`config.mk`:
```
export PLATFORM = sky130hd
export DESIGN_NAME = oat_ctrl
export DESIGN_NICKNAME = d
export VERILOG_FILES = /design/src/hdl/oat_pkg.sv /design/src/hdl/oat_ctrl.sv
export SDC_FILE = /design/constraint.sdc
export NUM_CORES = 1
export LEC_CHECK = 0
export BUFFER_PORTS_ARGS = -buffer_cell sky130_fd_sc_hd__buf_2
export CORE_AREA = 2 2 39 41
export DETAILED_ROUTE_END_ITERATION = 10
export DIE_AREA = 0 0 41 43
export GPL_TIMING_DRIVEN = 0
export PLACE_DENSITY = 0.42
export RECOVER_POWER = 100
export SYNTH_ARGS = -nofsm -noshare
export SYNTH_HDL_FRONTEND = slang
export SYNTH_SLANG_ARGS = --single-unit
```
`constraint.sdc`:
```
create_clock -name clk -period 0.88 [get_ports clk]
set_input_delay 0.044 -clock clk [delete_from_list [all_inputs] [get_ports clk]]
set_output_delay 0.044 -clock clk [all_outputs]
set_load 0.01 [all_outputs]
```
`src/hdl/oat_pkg.sv`:
```
// shared types and codes for the ordered array table
// no dependencies

package oat_pkg;

	localparam int POS_W  = 7;
	localparam int DATA_W = 32;
	localparam int FUNC_W = 3;
	localparam int STAT_W = 3;

	typedef enum logic [FUNC_W-1:0] {
		FN_CLEAR   = 3'd0,
		FN_INSERT  = 3'd1,
		FN_DELETE  = 3'd2,
		FN_SEARCH  = 3'd3,
		FN_DISPLAY = 3'd4
	} func_t;

	typedef enum logic [STAT_W-1:0] {
		ST_OK       = 3'd0,
		ST_OVERFLOW = 3'd1,
		ST_EMPTY    = 3'd2,
		ST_BADPOS   = 3'd3,
		ST_NOTFOUND = 3'd4
	} status_t;

	typedef enum logic [1:0] {
		FSM_IDLE,
		FSM_SCAN,
		FSM_FINISH
	} state_t;

	// controller to datapath
	typedef struct packed {
		logic take;
		logic imm;
		logic step;
		logic finish;
	} cmd_t;

	// datapath to controller
	typedef struct packed {
		logic out_free;
		logic scan_need;
		logic last_step;
		logic is_display;
	} stat_t;

endpackage

```
`src/hdl/oat_ctrl.sv`:
```
// controller state machine for the ordered array table
// depends on oat_pkg

module oat_ctrl (
	input  logic           clk,
	input  logic           arst_n,
	input  logic           in_valid,
	output logic           in_stall,
	input  oat_pkg::stat_t stat,
	output oat_pkg::cmd_t  cmd
);

	oat_pkg::state_t state_q, state_d;

	always_ff @(posedge clk or negedge arst_n) begin
		if (!arst_n) begin
			state_q <= oat_pkg::FSM_IDLE;
		end else begin
			state_q <= state_d;
		end
	end

	always_comb begin
		state_d = state_q;
		unique case (state_q)
			oat_pkg::FSM_IDLE: begin
				if (in_valid && stat.out_free && stat.scan_need) begin
					state_d = oat_pkg::FSM_SCAN;
				end
			end
			oat_pkg::FSM_SCAN: begin
				if (stat.out_free && stat.last_step) begin
					state_d = stat.is_display ? oat_pkg::FSM_IDLE : oat_pkg::FSM_FINISH;
				end
			end
			oat_pkg::FSM_FINISH: begin
				if (stat.out_free) begin
					state_d = oat_pkg::FSM_IDLE;
				end
			end
			default: state_d = oat_pkg::FSM_IDLE;
		endcase
	end

	always_comb begin
		cmd      = '0;
		in_stall = 1'b1;
		unique case (state_q)
			oat_pkg::FSM_IDLE: begin
				in_stall = !stat.out_free;
				if (in_valid && stat.out_free) begin
					cmd.take = stat.scan_need;
					cmd.imm  = !stat.scan_need;
				end
			end
			oat_pkg::FSM_SCAN:   cmd.step   = stat.out_free;
			oat_pkg::FSM_FINISH: cmd.finish = stat.out_free;
			default: ;
		endcase
	end

endmodule

```
## Yosys cells after proc, flatten, opt, wreduce, memory -nomap -nowiden

Index checks and enable logic that the tools add are counted.

| storage, ports and cells | value |
|---|---|
| register bits | 2 |
| bits in latches | 0 |
| memory bits (writable) | 0 |
| memory bits (read-only) | 0 |
| bits of input ports | 7 |
| memories kept | 0 |

| operators by class | value |
|---|---|
| $add $sub $neg | 0 |
| multiply operators | 0 |
| divide/modulo/power cells | 0 |
| magnitude comparators | 0 |
| equality and inequality tests | 5 |
| shift operators | 0 |
| muxes and demuxes | 10 |
| bitwise logic cells | 0 |
| reduce and logical (&&, ||, !) cells | 7 |

Operator list:

| cell | number |
|---|---|
| $mux 2 | 6 |
| $ne 2x2->1 const B | 3 |
| $pmux 2 s3 | 1 |
| $logic_and 1x1->1 | 3 |
| $mux 1 | 3 |
| $reduce_and 3->1 | 1 |
| $eq 2x1->1 const B | 1 |
| $eq 2x2->1 const B | 1 |
| $logic_not 1->1 | 2 |
| $logic_not 2->1 | 1 |

## Depth between registers and ports, before layout

Gate-level depths: netlist of run 1.

| depth | value |
|---|---|
| depth after elaboration | 4 |
| depth in mapped cells | 2 |

## Least setup slack after synthesis of run 1

Ideal clock, no wire load.

| timing path | value |
|---|---|
| kind | reg-to-reg |
| start point | register state_q[0] |
| end point | register state_q[1] |
| setup time | 120 ps |
| data arrival time | 818 ps |
| required time | 760 ps |
| setup slack | -58 ps |
| stages on the path, launching flop included | 3 |
| buffers on the path | 0 |
| clock period less this slack | 938 ps |
| path through | dfrtp_1 and3b_1 a31o_1 |

| between the ends | value |
|---|---|
| cells in the longest elaborated chain, start to end | 3 |

Ends and longest elaborated chain:

| element | RTL line | text |
|---|---|---|
| from (decl) | oat_ctrl.sv:13 | `oat_pkg::state_t state_q, state_d;` |
| from (signal assigned) | oat_ctrl.sv:17 | `state_q <= oat_pkg::FSM_IDLE;` |
| from (signal assigned) | oat_ctrl.sv:19 | `state_q <= state_d;` |
| $eq 2x1->1, or another cell as far along | oat_ctrl.sv:25 | `unique case (state_q)` |
| $ne 2x2->1 (no line) | n/a |  |
| $reduce_and 3->1 (no line) | n/a |  |

Several ways; a longest one is shown, not always the timed one.
A chain may end at the register's enable or synchronous reset.

==> run metrics, run 1 <==
fin crit period=1200 ps; Syn Inst Count=14; routed wire length=465 um; GR Overflow Total=0; worst skew pair latency=220 ps; Detailed Place HPWL=363 um; Fin. Hold Viols=0; outcome=finished, violations left; clock tree sinks=2; Most flops, register=state_q; synth unique cells=12; commonest cells after routing, fill and taps aside=buf_2, clkbuf_4, and3b_1, buf_4; Syn Nets=21; layout cell share with drive strength beyond 1=61.3%; Std-Cell Rows=14; total power draw=439 uW; largest net degree at the start of global routing=9; initial antenna violation count=0; # setup viols final=6; clock skew=0.807 ps; antenna-violating nets left=0; FF-to-FF setup slack=-200 ps; Setup crit end kind=output port; area of the core=1380 um^2; fmax=836 MHz; Total GRT Usage=6.83%; FF-to-FF End=state_q[1]; WP data arrival=1150 ps; failing checks=negative setup slack; VDD IR max=0.000306 V; Die ar.=1760 um^2; H-tree depth=1; Post-Synthesis Cell Area=148 um^2; Max-Cap Viols=0; Setup Slack @ Placement=-136 ps; detailed-route via count=169; CTS tree=yes; leak pwr=0.147 nW; multi-input logic area=97.6 um^2; top flop regs=state_q (2); PwrDens=1560 nW/um^2; Synth Register Bits=2; startpoint types=flip-flop; Max Slew Vio Count=0; Syn-to-layout area delta=89.8%; WS Path Type=flip-flop to output port; CP Max Fanout=3; Die Y=43 um; number of diodes=0; WP data required=840 ps; fin crit share=136%; yosys warns=0; drt first pass iters=1; leading cell type in the layout, fill and taps excluded=buf_2; Fin Setup TNS=-1390 ps; max FFs per register=2; Storage cell area=51.3 um^2; num ports=12; Hold Crit Endpoint=state_q[1]; Setup WS post-layout=-316 ps; CTS Buffer Depth=2; Seq/Total Area, Yosys=33.9%; hold path start=stat[1]; PortBufs=11; RD Place Congestion=0.586; unrepaired setup endpoints after global routing=true; nets=40; CTS clk-pin slew, worst paths=30 ps; min-delay worst type=primary input to flip-flop; Initial Utilization=10.7%; Syn Area/Cell=10.5 um^2; Relative slew margins=89.5%; root buffer cell=clkbuf_4; DR iter-0 viols=0; worst r2r src=state_q[1]; die width=41 um; first-pass GRT wire length=759 um; Hold Crit Depth=2; Num CTS Buffers=3; R2R cell count=4; number of global-route vias before repair=186; DR WL/cell=9.89 um; Worst-Margin Slew=157 ps; DRC violation count after routing=0; Via density=3.60; fill cell count=160
==> synthesized netlist by cell type <==
cell      count  area (um^2)
and3b_1       2         17.5
dfrtp_1       2         50.1
a21bo_2       1         10.0
a21oi_1       1         5.00
a31o_1        1         8.76
and2b_1       1         7.51
and4b_1       1         10.0
and4bb_2      1         12.5
inv_1         1         3.75
nand2b_1      1         6.26
nand4b_1      1         8.76
nor3b_1       1         7.51
==> cell families (layout without fill, tap and decap cells) <==
logic type | count (synthesis) | count (layout) | share of synthesized area [%]
buf+inv | 1 | 18 | 2.54
simple gates | 8 | 8 | 47.5
compound gates | 3 | 3 | 16.1
flops | 2 | 2 | 33.9
==> routing by layer <==
metal	up-vias	global-route usage (%)	share of wire [%]
met5	-	0	0
met4	0	8.00	0
met3	0	2.62	15
met2	12	7.19	37
met1	69	9.00	48
li1	88	-	-
==> power by group <==
| part | switching, mW | leakage [nW] | internal, mW |
|---|---|---|---|
| Clock | 0.0491 | 0.0138 | 0.150 |
| Sequential | 0.0140 | 0.0253 | 0.106 |
| Combinational | 0.0469 | 0.108 | 0.0727 |
| Total | 0.110 | 0.147 | 0.328 |
==> worst max-delay path by stage <==
| stage | end | slack (ps) | start |
|---|---|---|---|
| 4_1_cts | cmd[2] | -330 | state_q[1] |
| 6_report | cmd[2] | -320 | state_q[1] |
| 3_3_place_gp | cmd[2] | -140 | state_q[1] |
| 3_5_place_dp | cmd[2] | -140 | state_q[1] |
| 5_1_grt | cmd[2] | -370 | state_q[1] |
| 2_1_floorplan | state_q[1] | -60 | state_q[0] |
==> final cells by class <==
class,instances,share of cell area [%]
Timing Repair Buffer,14,30.4
Sequential cell,2,18.3
Multi-Input combinational cell,11,34.8
Tap cell,16,7.14
Clock buffer,3,8.04
Inverter,1,1.34
==> per-stage QoR <==
| step | instances | hold slack (ps) | utilization, % | area, um^2 |
|---|---|---|---|---|
| floorplan | 14 | -252 | - | 148 |
| CTS | 47 | 78.3 | 20.0 | 277 |
| global placement | 41 | -163 | 16.1 | 223 |
| finish | 47 | 84.5 | 20.3 | 280 |
| detailed placement | 41 | -166 | 16.1 | 223 |
| global route | 47 | 104 | 20.3 | 280 |
==> worst max-delay path: stages (launching register included) <==
cell and delay [ps]:
dfrtp_1 360, and2b_1 220, and4bb_2 240, buf_6 100
==> timing repair <==
action,in CTS,in global routing
hold buffers,1,0
setup endpoints to repair,6,7
hold endpoints to repair,2,0
resized for setup,1,2
pin swaps,1,0
setup buffers,2,0
No activity file was read; power rests on OpenSTA's default activity.
==> run 2: changes to the inputs <==
PLACE_DENSITY = 0.41   (was 0.42)
clock period = 1.1 ns   (was 0.88 ns; I/O delays follow)
==> run 2 against run 1 <==
  * The flow still finishes with violations (negative setup slack)
  * Core utilization fell by 0.90 points
  * Via count fell by 3.6%
  * Register-to-register slack improved by 330 ps
  * Die area did not move
  * Global-route usage fell by 0.71 points
  * Clock power fell by 21%
  * Routed wire length fell by 3.2%
  * Combinational power fell by 29%
  * Clock skew barely moved
  * Hold slack improved by 13 ps
  * Cell count fell by 2.1%
  * Sequential power fell by 22%
==> run metrics, run 2 (same netlist as run 1, synthesis figures left out) <==
Setup crit end kind=output port; H-tree depth=1; number of diodes=0; VDD IR max=0.000364 V; DR iter-0 viols=0; clock network fraction of design power=46.9%; WS Path Type=flip-flop to output port; leading cell type in the layout, fill and taps excluded=buf_2; Most flops, register=state_q; max FFs per register=2; WP data required=1040 ps; fin crit period=1210 ps; Comb pwr share=25.3%; number of global-route vias before repair=163; fill cell count=157; commonest cells after routing, fill and taps aside=buf_2, clkbuf_4, and3b_1, dfrtp_1; leak pwr=0.142 nW; total power draw=337 uW; PortBufs=11; top flop regs=state_q (2); clock skew=0.351 ps; layout cell share with drive strength beyond 1=53.3%; routed wire length=450 um; sequential fraction of design power=27.8%; DR WL/cell=9.78 um; Std-Cell Rows=14; DRC violation count after routing=0; GR Overflow Total=0; CP Max Fanout=3; initial antenna violation count=0; WP data arrival=1150 ps; antenna-violating nets left=0; Die ar.=1760 um^2; Initial Utilization=10.7%; Relative slew margins=88.9%; detailed-route via count=163; Post-DP Area=223 um^2; num ports=12; drt first pass iters=1; Total GRT Usage=6.12%; fmax=828 MHz; Num CTS Buffers=3; outcome=finished, violations left; CTS Buffer Depth=2; unrepaired setup endpoints after global routing=true; startpoint types=flip-flop; Max-Cap Viols=0; CTS clk-pin slew, worst paths=30 ps; largest net degree at the start of global routing=9; first-pass GRT wire length=648 um; Setup Slack @ Placement=71.6 ps; Sw Pwr=82.2 uW; min-delay worst type=primary input to flip-flop; die width=41 um; CTS tree=yes; nets=39; Die Y=43 um; fin crit share=110%; Syn-to-layout area delta=81.4%; # setup viols final=3; final instance area=268 um^2; Sw Share=24.4%; worst skew pair latency=220 ps; clock tree sinks=2; area of the core=1380 um^2; root buffer cell=clkbuf_4; internal power=255 uW; Via density=3.54; Fin. Hold Viols=0; PwrDens=1260 nW/um^2; Max Slew Vio Count=0; Setup WS post-layout=-107 ps; Worst-Margin Slew=166 ps; failing checks=negative setup slack; RD Place Congestion=0.586
## run 2: changes by cell type in the layout (fill, tap and decap cells not counted), sizes merged
cell / previous run / this run
buf: 12 / 11
## run 2: power groups by stage
stage	registers [mW]	clock network [mW]	logic, mW
CTS	0.0934	0.170	0.0874
floorplan	0.0923	0	0.0449
finish	0.0938	0.158	0.0852
detailed placement	0.0954	0	0.0771
global placement	0.0958	0	0.0776
global route	0.0964	0.176	0.0950
## run 2: worst max-delay path, cell delays in order, from the launching register on
cell	delay (ps)
dfrtp_1	370
and2b_1	210
and4bb_2	250
buf_6	100
## run 2: what timing repair did
item	in CTS	in global routing
gates resized for setup	1	0
endpoints found under the setup margin	3	5
buffers inserted	1	0
pin swaps	1	0
endpoints found under the hold margin	2	0
hold buffers	1	0
## run 2: final timing paths
kind / startpoint / end / slack, ps / cells after the start
min in group asynchronous: arst_n / state_q[1] / 180 / 2
min reg2reg: state_q[1] / state_q[0] / 540 / 2
min: stat[1] / state_q[1] / 100 / 2
max: state_q[1] / cmd[2] / -110 / 3
max in group asynchronous: arst_n / state_q[0] / 790 / 2
max reg2reg: state_q[1] / state_q[1] / 130 / 3
## run 2: final cells by class
class                           instances  area [um^2]  area share, %
Clock buffer                            3         22.5           8.41
Inverter                                1         3.75           1.40
Multi-Input combinational cell         11         93.8           35.0
Sequential cell                         2         50.0           18.7
Tap cell                               16         20.0           7.48
Timing Repair Buffer                   13         77.6           29.0
## run 2: routing by layer
layer / track usage [%] / part of all wire, % / wire length, um / vias to the layer above
met5: 0 / 0 / 0 / -
met3: 2.62 / 19 / 86 / 0
li1: - / - / - / 87
met4: 8.00 / 0 / 0 / 0
met1: 7.37 / 46 / 208 / 64
met2: 6.56 / 34 / 155 / 12
## run 2: metrics by stage
step                util [%]  TNS, ps  instances  hold slack [ps]
CTS                     19.4     -264         46             94.4
global placement        16.1        0         41             -152
detailed placement      16.1        0         41             -154
global route            19.3     -467         46              106
finish                  19.3     -218         46             97.0
floorplan                  -        0         14             -241
==> run 3: changes to the inputs <==
--- a/config.mk
+++ b/config.mk
@@ -7,4 +7,5 @@
 export LEC_CHECK = 0
 export BUFFER_PORTS_ARGS = -buffer_cell sky130_fd_sc_hd__buf_2
+export CAP_MARGIN = 20
 export CORE_AREA = 2 2 39 41
 export DETAILED_ROUTE_END_ITERATION = 10
==> constraint.sdc (replaced) <==
create_clock -name clk -period 1.1 [get_ports clk]
set_input_delay 0.055 -clock clk [delete_from_list [all_inputs] [get_ports clk]]
set_output_delay 0.055 -clock clk [all_outputs]
set_load 0.1 [all_outputs]
==> run 3 against run 2 <==
  * Register-to-register slack barely moved
  * Sequential cell count is the same
  * The flow still finishes with violations (negative setup slack)
  * Setup slack got worse by 120 ps
  * Cell area increased by 35%
  * Largest power group is now combinational cells
  * Die area unchanged
  * Largest cell class is now buffers
  * Clock power about the same
==> run metrics, run 3 (same netlist as run 1, synthesis figures left out) <==
outcome=finished, violations left; failing checks=negative setup slack; Setup WS post-layout=-230 ps; number of diodes=0; nets=40; CTS Buffer Depth=2; RD Place Congestion=0.516; fin crit period=1330 ps; commonest cells after routing, fill and taps aside=buf_2, buf_12, clkbuf_4; worst skew pair latency=220 ps; Max-Cap Viols=0; Total GRT Usage=6.13%; Inst Count DP=41; H-tree depth=1; PwrDens=1420 nW/um^2; fmax=752 MHz; DR iter-0 viols=2; clock tree sinks=2; leak pwr=0.165 nW; die width=41 um; Relative slew margins=89.4%; R2R cell count=2; Die Y=43 um; # setup viols final=5; Most flops, register=state_q; Std-Cell Rows=14; Max Slew Vio Count=0; fin crit share=121%; Non-Filler Instances=47; WP data required=1040 ps; startpoint types=flip-flop; fill cell count=148; layout cell share with drive strength beyond 1=74.2%; Die ar.=1760 um^2; detailed-route via count=182; Fin. Hold Viols=0; max FFs per register=2; Num CTS Buffers=3; antenna-violating nets left=0; area of the core=1380 um^2; top flop regs=state_q (2); largest net degree at the start of global routing=9; routed wire length=429 um; VDD IR max=0.000441 V; number of global-route vias before repair=162; Syn-to-layout area delta=145%; CP Max Fanout=5; DRC violation count after routing=0; initial antenna violation count=0; Worst-Margin Slew=159 ps; drt first pass iters=2; Setup crit end kind=output port; clock skew=1.56 ps; PortBufs=11; WP data arrival=1270 ps; Hold Crit Depth=2; min-delay worst type=primary input to flip-flop; first-pass GRT wire length=634 um; CTS tree=yes; GR Overflow Total=0; DR WL/cell=9.13 um; root buffer cell=clkbuf_4; CTS clk-pin slew, worst paths=30 ps; unrepaired setup endpoints after global routing=true; Fin Setup TNS=-672 ps; WS Path Type=flip-flop to output port; Via density=3.87; num ports=12; Initial Utilization=10.7%
run 3: routing by layer:
layer / track usage [%] / part of all wire [%] / vias to the layer above
met1: 5.48 / 40 / 83
met4: 6.00 / 0 / 0
met3: 4.71 / 7.7 / 0
met5: 0 / 0 / -
met2: 8.13 / 52 / 9
li1: - / - / 90
run 3: critical path, cell delays in order, from the launching register on:
cell and delay [ps]:
dfrtp_1 390, and2b_2 240, and4bb_4 250, buf_12 170
run 3: final timing paths:
kind,end,from,slack (ps)
min in group asynchronous,state_q[0],arst_n,150
hold / removal,state_q[1],stat[1],100
setup / recovery,cmd[2],state_q[1],-230
setup reg to reg,state_q[1],state_q[0],120
max in group asynchronous,state_q[0],arst_n,810
hold reg to reg,state_q[0],state_q[1],470
run 3: where the power goes:
part           switching, mW  total, mW  internal (mW)
combinational          0.146      0.259          0.113
sequential           0.00989     0.0944         0.0845
clock                 0.0402      0.160          0.120
total                  0.196      0.514          0.318
run 3: layout make-up:
cell class              count  area, um^2  share of cell area, %
inverters                   1        3.75                   1.04
repair buffers             14         154                   42.6
clock buffers               3        22.5                   6.23
flip-flops and latches      2        51.3                   14.2
multi-input cells          11         110                   30.4
well taps                  16        20.0                   5.54
run 3: timing repair:
action	CTS	global route
resized for setup	18	5
endpoints found under the setup margin	5	5
hold endpoints to repair	2	0
cloned	0	0
hold buffers	1	0
setup buffers	0	2
pin swaps	1	0
run 3: per-stage QoR:
step	hold slack [ps]	util, %	setup WS [ps]	area, um^2	total power, mW
2_1_floorplan	-241	-	-138	158	0.244
3_3_place_gp	-159	16.8	-219	233	0.274
3_5_place_dp	-158	16.8	-240	233	0.278
4_1_cts	94.4	24.0	-270	332	0.496
5_1_grt	102	26.1	-293	362	0.551
6_report	99.0	26.1	-230	362	0.514
